===== src/rtl/core/rrt_pkg.sv =====
`timescale 1ns / 1ps
`default_nettype none

package rrt_pkg;

    // Request modes
    localparam logic [1:0] MODE_IDLE  = 2'd0;
    localparam logic [1:0] MODE_ARRAY = 2'd1;
    localparam logic [1:0] MODE_WORDS = 2'd2;
    localparam logic [1:0] MODE_STOP  = 2'd3;

    // Array parse phases
    localparam logic [2:0] PH_COUNT   = 3'd0;
    localparam logic [2:0] PH_DOLLAR  = 3'd1;
    localparam logic [2:0] PH_LENGTH  = 3'd2;
    localparam logic [2:0] PH_PAYLOAD = 3'd3;
    localparam logic [2:0] PH_SKIP    = 3'd4;

    // Number field phases
    localparam logic [1:0] NUM_SPACE  = 2'd0;
    localparam logic [1:0] NUM_SIGN   = 2'd1;
    localparam logic [1:0] NUM_DIGITS = 2'd2;
    localparam logic [1:0] NUM_JUNK   = 2'd3;

    // Result kinds
    localparam logic [1:0] KIND_BYTE      = 2'd0;
    localparam logic [1:0] KIND_END_TOKEN = 2'd1;
    localparam logic [1:0] KIND_END_REQ   = 2'd2;

    // Input kinds
    localparam logic REQ_BYTE = 1'b0;
    localparam logic REQ_END  = 1'b1;

    localparam logic [7:0] CHAR_STAR   = 8'h2A;
    localparam logic [7:0] CHAR_DOLLAR = 8'h24;
    localparam logic [7:0] CHAR_PLUS   = 8'h2B;
    localparam logic [7:0] CHAR_MINUS  = 8'h2D;
    localparam logic [7:0] CHAR_CR     = 8'h0D;
    localparam logic [7:0] CHAR_LF     = 8'h0A;

    localparam logic [30:0] MAX_ELEMENTS = 31'd1024;
    localparam logic [34:0] INT_LIMIT    = 35'h07FFFFFFF;

    localparam int OUT_FIFO_DEPTH = 4;

    typedef struct packed {
        logic [1:0]  kind;
        logic [7:0]  out_byte;
        logic [15:0] token_count;
        logic        last;
    } rrt_entry_t;

    typedef struct packed {
        logic       valid;
        rrt_entry_t entry;
    } rrt_result_t;

endpackage

`default_nettype wire


===== src/rtl/core/rrt_parser.sv =====
`timescale 1ns / 1ps
`default_nettype none

module rrt_parser
    import rrt_pkg::*;
(
    input  wire logic        aclk,
    input  wire logic        aresetn,
    input  wire logic        step_en,
    input  wire logic        req_type,
    input  wire logic [7:0]  data_byte,
    output rrt_result_t      res0,
    output rrt_result_t      res1
);

    logic [1:0]  mode_reg, mode_next;
    logic [2:0]  phase_reg, phase_next;
    logic [1:0]  num_phase_reg, num_phase_next;
    logic        neg_reg, neg_next;
    logic [30:0] value_reg, value_next;
    logic        ovf_reg, ovf_next;
    logic        pcr_reg, pcr_next;
    logic [10:0] elements_reg, elements_next;
    logic [30:0] payload_reg, payload_next;
    logic [1:0]  skip_reg, skip_next;
    logic [15:0] tokens_reg, tokens_next;
    logic        inside_reg, inside_next;

    logic [15:0] tokens_inc;
    assign tokens_inc = (tokens_reg == 16'hFFFF) ? tokens_reg : tokens_reg + 16'd1;

    always_comb begin
        logic        is_digit;
        logic        is_space;
        logic        words_go;
        logic        stop;
        logic        bad;
        logic [1:0]  ph;
        logic [10:0] el;
        logic [30:0] pl;
        logic [1:0]  sk;
        logic [34:0] acc;
        logic        do_arith;

        mode_next      = mode_reg;
        phase_next     = phase_reg;
        num_phase_next = num_phase_reg;
        neg_next       = neg_reg;
        value_next     = value_reg;
        ovf_next       = ovf_reg;
        pcr_next       = pcr_reg;
        elements_next  = elements_reg;
        payload_next   = payload_reg;
        skip_next      = skip_reg;
        tokens_next    = tokens_reg;
        inside_next    = inside_reg;
        res0           = '0;
        res1           = '0;

        is_digit = (data_byte >= 8'h30) && (data_byte <= 8'h39);
        is_space = (data_byte == 8'h20) || ((data_byte >= 8'h09) && (data_byte <= 8'h0D));
        words_go = 1'b0;
        stop     = 1'b0;
        bad      = 1'b0;
        ph       = num_phase_reg;
        el       = elements_reg - 11'd1;
        pl       = payload_reg - 31'd1;
        sk       = skip_reg - 2'd1;
        do_arith = 1'b0;
        acc      = ({4'd0, value_reg} << 3) + ({4'd0, value_reg} << 1)
                   + {31'd0, data_byte[3:0]};

        if (step_en) begin
            if (req_type == REQ_END) begin
                if (mode_reg == MODE_WORDS && inside_reg) begin
                    res0.valid = 1'b1;
                    res0.entry.kind = KIND_END_TOKEN;
                    res0.entry.token_count = tokens_inc;
                    res1.valid = 1'b1;
                    res1.entry.kind = KIND_END_REQ;
                    res1.entry.token_count = tokens_inc;
                end else begin
                    res0.valid = 1'b1;
                    res0.entry.kind = KIND_END_REQ;
                    res0.entry.token_count = tokens_reg;
                end
                mode_next      = MODE_IDLE;
                phase_next     = PH_COUNT;
                num_phase_next = NUM_SPACE;
                neg_next       = 1'b0;
                value_next     = '0;
                ovf_next       = 1'b0;
                pcr_next       = 1'b0;
                elements_next  = '0;
                payload_next   = '0;
                skip_next      = '0;
                tokens_next    = '0;
                inside_next    = 1'b0;
            end else begin
                unique case (mode_reg)
                    MODE_IDLE: begin
                        if (data_byte == CHAR_STAR) begin
                            mode_next      = MODE_ARRAY;
                            phase_next     = PH_COUNT;
                            num_phase_next = NUM_SPACE;
                            neg_next       = 1'b0;
                            value_next     = '0;
                            ovf_next       = 1'b0;
                            pcr_next       = 1'b0;
                        end else begin
                            mode_next = MODE_WORDS;
                            words_go  = 1'b1;
                        end
                    end
                    MODE_WORDS: words_go = 1'b1;
                    MODE_STOP: ;
                    MODE_ARRAY: begin
                        unique case (phase_reg)
                            PH_COUNT, PH_LENGTH: begin
                                if (pcr_reg && data_byte == CHAR_LF) begin
                                    // line complete: validate the number
                                    pcr_next = 1'b0;
                                    bad = (num_phase_reg == NUM_SPACE)
                                          || (num_phase_reg == NUM_SIGN) || ovf_reg
                                          || (neg_reg && value_reg != '0);
                                    if (bad) begin
                                        mode_next = MODE_STOP;
                                    end else if (phase_reg == PH_COUNT) begin
                                        if (value_reg == '0 || value_reg > MAX_ELEMENTS) begin
                                            mode_next = MODE_STOP;
                                        end else begin
                                            elements_next = value_reg[10:0];
                                            phase_next    = PH_DOLLAR;
                                        end
                                    end else begin
                                        payload_next = value_reg;
                                        if (value_reg == '0) begin
                                            tokens_next   = tokens_inc;
                                            elements_next = el;
                                            if (el == '0) begin
                                                mode_next = MODE_STOP;
                                            end else begin
                                                phase_next = PH_SKIP;
                                                skip_next  = 2'd2;
                                            end
                                            res0.valid = 1'b1;
                                            res0.entry.kind = KIND_END_TOKEN;
                                            res0.entry.token_count = tokens_inc;
                                        end else begin
                                            phase_next = PH_PAYLOAD;
                                        end
                                    end
                                end else begin
                                    // a held CR that is not followed by LF counts as space
                                    if (pcr_reg) begin
                                        pcr_next = 1'b0;
                                        if (ph == NUM_SIGN) begin
                                            stop = 1'b1;
                                        end else if (ph == NUM_DIGITS) begin
                                            ph = NUM_JUNK;
                                        end
                                    end
                                    num_phase_next = ph;
                                    if (stop) begin
                                        mode_next = MODE_STOP;
                                    end else if (data_byte == CHAR_CR) begin
                                        pcr_next = 1'b1;
                                    end else begin
                                        unique case (ph)
                                            NUM_SPACE: begin
                                                if (is_space) begin
                                                    num_phase_next = ph;
                                                end else if (data_byte == CHAR_PLUS
                                                             || data_byte == CHAR_MINUS) begin
                                                    neg_next = (data_byte == CHAR_MINUS);
                                                    num_phase_next = NUM_SIGN;
                                                end else if (!is_digit) begin
                                                    mode_next = MODE_STOP;
                                                end else begin
                                                    num_phase_next = NUM_DIGITS;
                                                    do_arith = 1'b1;
                                                end
                                            end
                                            NUM_SIGN: begin
                                                if (!is_digit) begin
                                                    mode_next = MODE_STOP;
                                                end else begin
                                                    num_phase_next = NUM_DIGITS;
                                                    do_arith = 1'b1;
                                                end
                                            end
                                            NUM_DIGITS: begin
                                                if (!is_digit) begin
                                                    num_phase_next = NUM_JUNK;
                                                end else begin
                                                    do_arith = 1'b1;
                                                end
                                            end
                                            NUM_JUNK: ;
                                        endcase
                                        if (do_arith && !ovf_reg) begin
                                            if (acc > INT_LIMIT) begin
                                                ovf_next = 1'b1;
                                            end else begin
                                                value_next = acc[30:0];
                                            end
                                        end
                                    end
                                end
                            end
                            PH_DOLLAR: begin
                                if (data_byte != CHAR_DOLLAR) begin
                                    mode_next = MODE_STOP;
                                end else begin
                                    num_phase_next = NUM_SPACE;
                                    neg_next       = 1'b0;
                                    value_next     = '0;
                                    ovf_next       = 1'b0;
                                    pcr_next       = 1'b0;
                                    phase_next     = PH_LENGTH;
                                end
                            end
                            PH_PAYLOAD: begin
                                res0.valid = 1'b1;
                                res0.entry.kind = KIND_BYTE;
                                res0.entry.out_byte = data_byte;
                                res0.entry.token_count = tokens_reg;
                                payload_next = pl;
                                if (pl == '0) begin
                                    tokens_next   = tokens_inc;
                                    elements_next = el;
                                    if (el == '0) begin
                                        mode_next = MODE_STOP;
                                    end else begin
                                        phase_next = PH_SKIP;
                                        skip_next  = 2'd2;
                                    end
                                    res1.valid = 1'b1;
                                    res1.entry.kind = KIND_END_TOKEN;
                                    res1.entry.token_count = tokens_inc;
                                end
                            end
                            PH_SKIP: begin
                                skip_next = sk;
                                if (sk == '0) begin
                                    phase_next = PH_DOLLAR;
                                end
                            end
                            default: mode_next = MODE_STOP;
                        endcase
                    end
                endcase

                if (words_go) begin
                    if (is_space) begin
                        if (inside_reg) begin
                            inside_next = 1'b0;
                            tokens_next = tokens_inc;
                            res0.valid = 1'b1;
                            res0.entry.kind = KIND_END_TOKEN;
                            res0.entry.token_count = tokens_inc;
                        end
                    end else begin
                        inside_next = 1'b1;
                        res0.valid = 1'b1;
                        res0.entry.kind = KIND_BYTE;
                        res0.entry.out_byte = data_byte;
                        res0.entry.token_count = tokens_reg;
                    end
                end
            end
        end

        // flag the last result of this item
        if (res1.valid) begin
            res1.entry.last = 1'b1;
        end else if (res0.valid) begin
            res0.entry.last = 1'b1;
        end
    end

    always_ff @(posedge aclk) begin
        if (!aresetn) begin
            mode_reg      <= MODE_IDLE;
            phase_reg     <= PH_COUNT;
            num_phase_reg <= NUM_SPACE;
            neg_reg       <= 1'b0;
            value_reg     <= '0;
            ovf_reg       <= 1'b0;
            pcr_reg       <= 1'b0;
            elements_reg  <= '0;
            payload_reg   <= '0;
            skip_reg      <= '0;
            tokens_reg    <= '0;
            inside_reg    <= 1'b0;
        end else begin
            mode_reg      <= mode_next;
            phase_reg     <= phase_next;
            num_phase_reg <= num_phase_next;
            neg_reg       <= neg_next;
            value_reg     <= value_next;
            ovf_reg       <= ovf_next;
            pcr_reg       <= pcr_next;
            elements_reg  <= elements_next;
            payload_reg   <= payload_next;
            skip_reg      <= skip_next;
            tokens_reg    <= tokens_next;
            inside_reg    <= inside_next;
        end
    end

endmodule

`default_nettype wire


===== src/rtl/core/resp_request_tokenizer_top.sv =====
`timescale 1ns / 1ps
`default_nettype none

// The first result of an item passes through the input register, then the parse step
// into the output queue, before it can transfer.
// Throughput: one item per cycle while the output queue has room for two results and
// m_tready holds; the four-entry output queue drains one result per cycle.
// Reset (aresetn low, synchronous) empties both registers and returns the parser to idle.

module resp_request_tokenizer_top
    import rrt_pkg::*;
(
    input  wire logic        aclk,
    input  wire logic        aresetn,
    input  wire logic        s_tvalid,
    output logic             s_tready,
    input  wire logic [7:0]  s_tdata,   // [7:0] data_byte
    input  wire logic        s_tuser,   // [0] req_type
    output logic             m_tvalid,
    input  wire logic        m_tready,
    output logic [23:0]      m_tdata,   // [7:0] out_byte, [23:8] token_count
    output logic [1:0]       m_tuser,   // [1:0] out_kind
    output logic             m_tlast    // out_last
);

    localparam int AW = $clog2(OUT_FIFO_DEPTH);

    logic        in_valid_reg, in_valid_next;
    logic        in_type_reg;
    logic [7:0]  in_data_reg;
    logic        step_en;

    rrt_result_t res0, res1;

    rrt_entry_t  fifo_reg [OUT_FIFO_DEPTH];
    logic [AW-1:0] head_reg, head_next;
    logic [AW-1:0] tail_reg, tail_next;
    logic [AW:0]   count_reg, count_next;
    logic          pop;
    logic [AW:0]   push_n;

    // step only with room for two results
    assign step_en  = in_valid_reg && (count_reg <= (AW+1)'(OUT_FIFO_DEPTH - 2));
    assign s_tready = !in_valid_reg || step_en;
    assign in_valid_next = s_tready ? s_tvalid : in_valid_reg;

    rrt_parser u_parser (
        .aclk      (aclk),
        .aresetn   (aresetn),
        .step_en   (step_en),
        .req_type  (in_type_reg),
        .data_byte (in_data_reg),
        .res0      (res0),
        .res1      (res1)
    );

    assign m_tvalid = (count_reg != '0);
    assign pop      = m_tvalid && m_tready;
    assign m_tdata  = {fifo_reg[head_reg].token_count, fifo_reg[head_reg].out_byte};
    assign m_tuser  = fifo_reg[head_reg].kind;
    assign m_tlast  = fifo_reg[head_reg].last;

    assign push_n     = (AW+1)'(res0.valid) + (AW+1)'(res1.valid);
    assign tail_next  = tail_reg + push_n[AW-1:0];
    assign head_next  = pop ? head_reg + AW'(1) : head_reg;
    assign count_next = count_reg + push_n - (AW+1)'(pop);

    always_ff @(posedge aclk) begin
        if (!aresetn) begin
            in_valid_reg <= 1'b0;
            head_reg     <= '0;
            tail_reg     <= '0;
            count_reg    <= '0;
        end else begin
            in_valid_reg <= in_valid_next;
            head_reg     <= head_next;
            tail_reg     <= tail_next;
            count_reg    <= count_next;
        end
    end

    // payload registers: no reset
    always_ff @(posedge aclk) begin
        if (s_tvalid && s_tready) begin
            in_type_reg <= s_tuser;
            in_data_reg <= s_tdata;
        end
        if (res0.valid) begin
            fifo_reg[tail_reg] <= res0.entry;
        end
        if (res1.valid) begin
            fifo_reg[tail_reg + AW'(1)] <= res1.entry;
        end
    end

endmodule

`default_nettype wire

===== config.mk =====
export PLATFORM = sky130hd
export DESIGN_NAME = resp_request_tokenizer_top
export DESIGN_NICKNAME = d
export VERILOG_FILES = /design/src/rtl/core/rrt_pkg.sv /design/src/rtl/core/rrt_parser.sv /design/src/rtl/core/resp_request_tokenizer_top.sv
export SDC_FILE = /design/constraint.sdc
export NUM_CORES = 1
export LEC_CHECK = 0
export BUFFER_PORTS_ARGS = -buffer_cell sky130_fd_sc_hd__buf_2
export CORE_UTILIZATION = 62
export CTS_CLUSTER_DIAMETER = 120
export DETAILED_ROUTE_END_ITERATION = 8
export PLACE_DENSITY = 0.84
export SLEW_MARGIN = 20
export SYNTH_ARGS = -nofsm -noshare
export SYNTH_HDL_FRONTEND = slang
export SYNTH_SLANG_ARGS = --single-unit

===== constraint.sdc =====
create_clock -name aclk -period 6.1 [get_ports aclk]
set_clock_uncertainty 0.05 [all_clocks]
set_input_delay 0.61 -clock aclk [delete_from_list [all_inputs] [get_ports aclk]]
set_output_delay 0.61 -clock aclk [all_outputs]
set_load 0.03 [all_outputs]

==> results by stage <==
Floorplanning:
- The starting utilization of the core area is ~63%.
- The vertical die dimension is 159.5 um.
- The number of cell rows is 57.
- Measured along the x axis, the die boundary spans 159.5 um.
- The floorplan step defined a die boundary enclosing 25430 sq um.
- The floorplan core area is about 24000 sq um.
- 42 I/O pins were placed.

Clock network:
- The tree built by TritonCTS fans out to 229 sinks.
- The number of buffers inserted to repair setup after CTS is 0.
- The latest clock arrival within the worst-skew pair is between 500 and 600 ps.
- CTS placed an instance of clkbuf_16 at the clock tree root.
- The clock tree from TritonCTS is done.
- Once the clock tree was built, the resizer swapped 0 gates to a different size.
- In this run the number of H-tree levels came out at 1.
- Buffers inserted to repair hold after CTS numbered 0.
- The number of buffers between clock root and the deepest sink is 3.
- The total CTS buffers is 26.
- The clock input transition at the sequential cells of the worst setup and hold paths is about 60 ps.

STA:
- The final cycle utilization of the critical path is 81.41%.
- In this run the tightest slew margin relative to its limit is 27.11%.
- Setup repair after global routing left no endpoint under its margin.
- Counting I/O delays and the setup requirement, the final critical path takes 4966 ps.
- The number of hold violations in the final report is 0.
- Adding up every negative setup slack in the final design gives 0 ps.
- The timing-limited maximum frequency is 0.2014 GHz.
- The count of final setup violators is 0.
- For the pin with the worst max-slew slack, the measured transition is 1085 ps.
- The final count of pins violating max slew came to 0.

Logic synthesis:
- Yosys attributes the largest share of cell area to dfxtp_1, edfxtp_1, ha_1.
- When the netlist entered floorplanning its net count stood at 1911.
- The post-synthesis instance total is 1822.
- The synthesized netlist occupies a cell area of 15370 sq um.
- The share of flip-flops with an asynchronous set or reset after synthesis is 0%.
- The yosys synthesis warning count is 0.
- The post-synthesis register bit count is 229.
- The cell type contributing the most total cell area after synthesis is dfxtp_1.
- The synthesized netlist devotes 6.331% of its cell area to adder and majority cells.
- Of the total synthesized cell area, the portion taken by AND, OR, NAND and NOR gates is 21.05%.
- After synthesis, the share of cell area in mux cells is 6.494%.
- The number of synthesized flops with an enable pin is between 80 and 90.
- Averaged over all synthesized cells, the footprint is 8.438 sq um.
- The parity-gate share of the synthesized area counting xor and xnor cells is 3.304%.
- Summing the areas of all compound-gate instances in the mapped netlist gives 23.22% of the synthesized area.
- The number of different library cells used by synthesis comes to 86.
- The sequential share of the synthesized area is around 35%.
- The top cell type's share of synthesized area is 18.75%.
- The most used flip-flop cell after synthesis is dfxtp_1.
- After synthesis, the largest family of logic cells by area is compound AO/OA/AOI/OAI gates.

Finish:
- The number of cells in the finished layout apart from fillers is between 2k and 2.5k.
- The number of fill cells is roughly 1.9k.
- For this run, the post-layout net count is 1888.
- Leaving out fill and tap cells, the most frequent cells in the layout are nand2_1, nor2_1, a21oi_1, dfxtp_1, o21ai_0.
- 0 antenna diodes ended up in the layout.
- The library cell used most frequently in the layout, excluding fill and tap cells, is nand2_1.
- The register with the most flip-flops in the layout has 108 of them.
- The share of layout cells above drive strength 1 is 9.676%.
- The area added between synthesis and finish is 7.926%.

GRT:
- The pin count of the biggest net entering global routing is 68.
- The wire length of the first global-routing pass is 73440 um.
- The initial antenna violation count is 0.
- The global-route track usage on met3 is 4.585%.
- The via count of the first global-routing pass was 14.19k.
- The routing layer with the top usage in global route is met2.
- The met2 routing resource usage after global routing is 59.87%.
- The global routing usage on met1 is 45.04%.
- Global routing used 35.34% of the available tracks across all layers.
- Summed over all layers, the global routing overflow is 0.

Placed design:
- The number of cells in the design after placement is 2095.
- The HPWL after detailed placement is 31460 um.
- Input and output buffers added on the ports amount to 41.
- The global placement routability congestion is 0.9227.

Drt:
- In the routed design, unresolved DRC markers number 0.
- The final routed wirelength across all metal layers is 45270 um.
- After detailed routing, the number of vias per cell comes to 6.885.
- The number of detailed-routing iterations run before antenna repair is 7.
- After the first detailed-routing iteration, the DRC count stood at 1632.
- The routed layout has between 10k and 15k vias.
- The average wire per standard cell is 21.12 um.
- The number of nets with antenna violations after routing is 0.

Worst hold path:
- The startpoint of the worst hold path is s_tuser.
- Along the worst hold path, the cell count comes to 1.
- The class of the tightest hold or removal check is in2reg.

Pwr:
- Net switching is between 20% and 30% of the power.
- Cell internal power was estimated by the tool at 0.002865 W.
- In this run the static leakage power is 6.224 nW.
- IR analysis of the VDD net gives a maximum drop of between 0.0002 and 0.0003 V.
- The areal power density over the cells is 245.0 nW/um^2.
- The share of total power dissipated in combinational logic is 17.8%.
- Of the total power, registers draw 43.2%.
- The part of the power in the clock network is 39.1%.
- The net switching component of the power is ~0.0012 W.

Worst setup path:
- The cell occurring most often along the worst timing path is ha_1.
- The category of the most critical setup path is reg2reg.
- In this run the worst path has a maximum fanout of 16.
- Traced cell by cell, the critical path runs through inv_1 > ha_1 > nor4b_1 > buf_4 > nand3_1 > nor4b_1 > xnor2_1 > o2111ai_2 > nor4_4 > nor2_1 > ha_1 > ha_1 > inv_1 > ha_1 > fa_1 > xor2_1 > xnor2_1 > nor2_1.
- The count of buffering cells on the critical path with inverters included is 3.
- The largest single stage delay on the critical path is 620 ps.
- At the worst endpoint, the required time is 6450 ps.
- The worst register-to-register path has a depth of 18.
- The kind of start point of the critical path is a register.
- Grouping stages by cell kind, the critical path spends the most delay in adder cells.
- The arrival time at the worst endpoint is 5310 ps.
- On the critical path, the stage with the largest delay is an instance of nor4_4.
- The most critical setup path has its startpoint at u_parser.payload_reg[0]$_SDFFE_PN0P_.
- STA classifies the critical path endpoint as a register.
- The startpoint identified for the worst register-to-register timing path is u_parser.payload_reg[0]$_SDFFE_PN0P_.
- The instance count on the critical path is 18.

Status:
- The run finished with clean final reports.

Job:
- The max-cap violation count is 0.
## synth_stat cells (all sizes together) (21+ instances only)
| cell type | instances |
|---|---|
| clkbuf | 101 |
| mux4 | 27 |
| a21oi | 144 |
| o22ai | 65 |
| nor3 | 42 |
| edfxtp | 85 |
| o211ai | 35 |
| buf | 21 |
| ha | 73 |
| o21ai | 140 |
| inv | 41 |
| nand3 | 65 |
| nor2 | 154 |
| mux2i | 39 |
| nor4 | 26 |
| nand2 | 239 |
| dfxtp | 144 |
| nand4 | 24 |
| xnor2 | 41 |
## cell families (layout without fill, tap and decap cells)
logic type | Yosys count | after routing
flip-flops | 229 | 229
AND/OR/NAND/NOR | 667 | 667
AO/OA/AOI/OAI | 562 | 562
buffers and inverters | 164 | 161
adder cells (fa/ha/maj) | 76 | 76
multiplexers | 66 | 66
XOR/XNOR | 58 | 58
## layer usage
metal  wire, um  up-vias  share of wire (%)
met1      17630     6936                 39
met4       2064        0                4.6
li1           -     6816                  -
met5          0        -                  0
met3       3716      144                8.2
met2      21850      858                 48
## area by class of cell
| cell class | count | area (sq um) | share of cell area (%) |
|---|---|---|---|
| clock inverter | 9 | 113.9 | 0.6862 |
| clock buffer | 39 | 750.7 | 4.524 |
| inverter | 42 | 157.7 | 0.9501 |
| tap | 324 | 405.4 | 2.443 |
| sequential | 229 | 5436 | 32.76 |
| multi-input combinational | 1429 | 9299 | 56.04 |
| timing repair buffer | 71 | 430.4 | 2.594 |
## path summary, 6_finish.rpt
path / end / slack, ps
hold reg to reg: fifo_reg[2][19]$_SDFFE_PP0P_ / 430
setup / recovery: count_reg[2]$_SDFF_PN0_ / 1130
hold / removal: in_type_reg$_DFFE_PP_ / 200
setup reg to reg: count_reg[2]$_SDFF_PN0_ / 1130
## stage by stage
stage | power [W] | setup WS [ps] | cell area (sq um) | hold WS, ps | utilization (%)
after floorplan | 0.002307 | 1788 | 15370 | 388.5 | -
after global placement | 0.002475 | 1367 | 15730 | 397.9 | 64.66
after detailed placement | 0.002499 | 1254 | 15730 | 412.7 | 64.66
after CTS | 0.004066 | 1210 | 16590 | 188.1 | 68.22
after global routing | 0.004200 | 643.7 | 16590 | 187.5 | 68.23
final | 0.004065 | 1134 | 16590 | 199.2 | 68.23
## power groups by stage
stage | logic (W) | clock network, W | registers (W)
after floorplan | 0.000590 | 0 | 0.00172
after global placement | 0.000696 | 0 | 0.00178
after detailed placement | 0.000712 | 0 | 0.00179
after CTS | 0.000718 | 0.00159 | 0.00176
after global routing | 0.000771 | 0.00166 | 0.00177
final | 0.000723 | 0.00159 | 0.00175
Power figures use the tool's default switching activity.
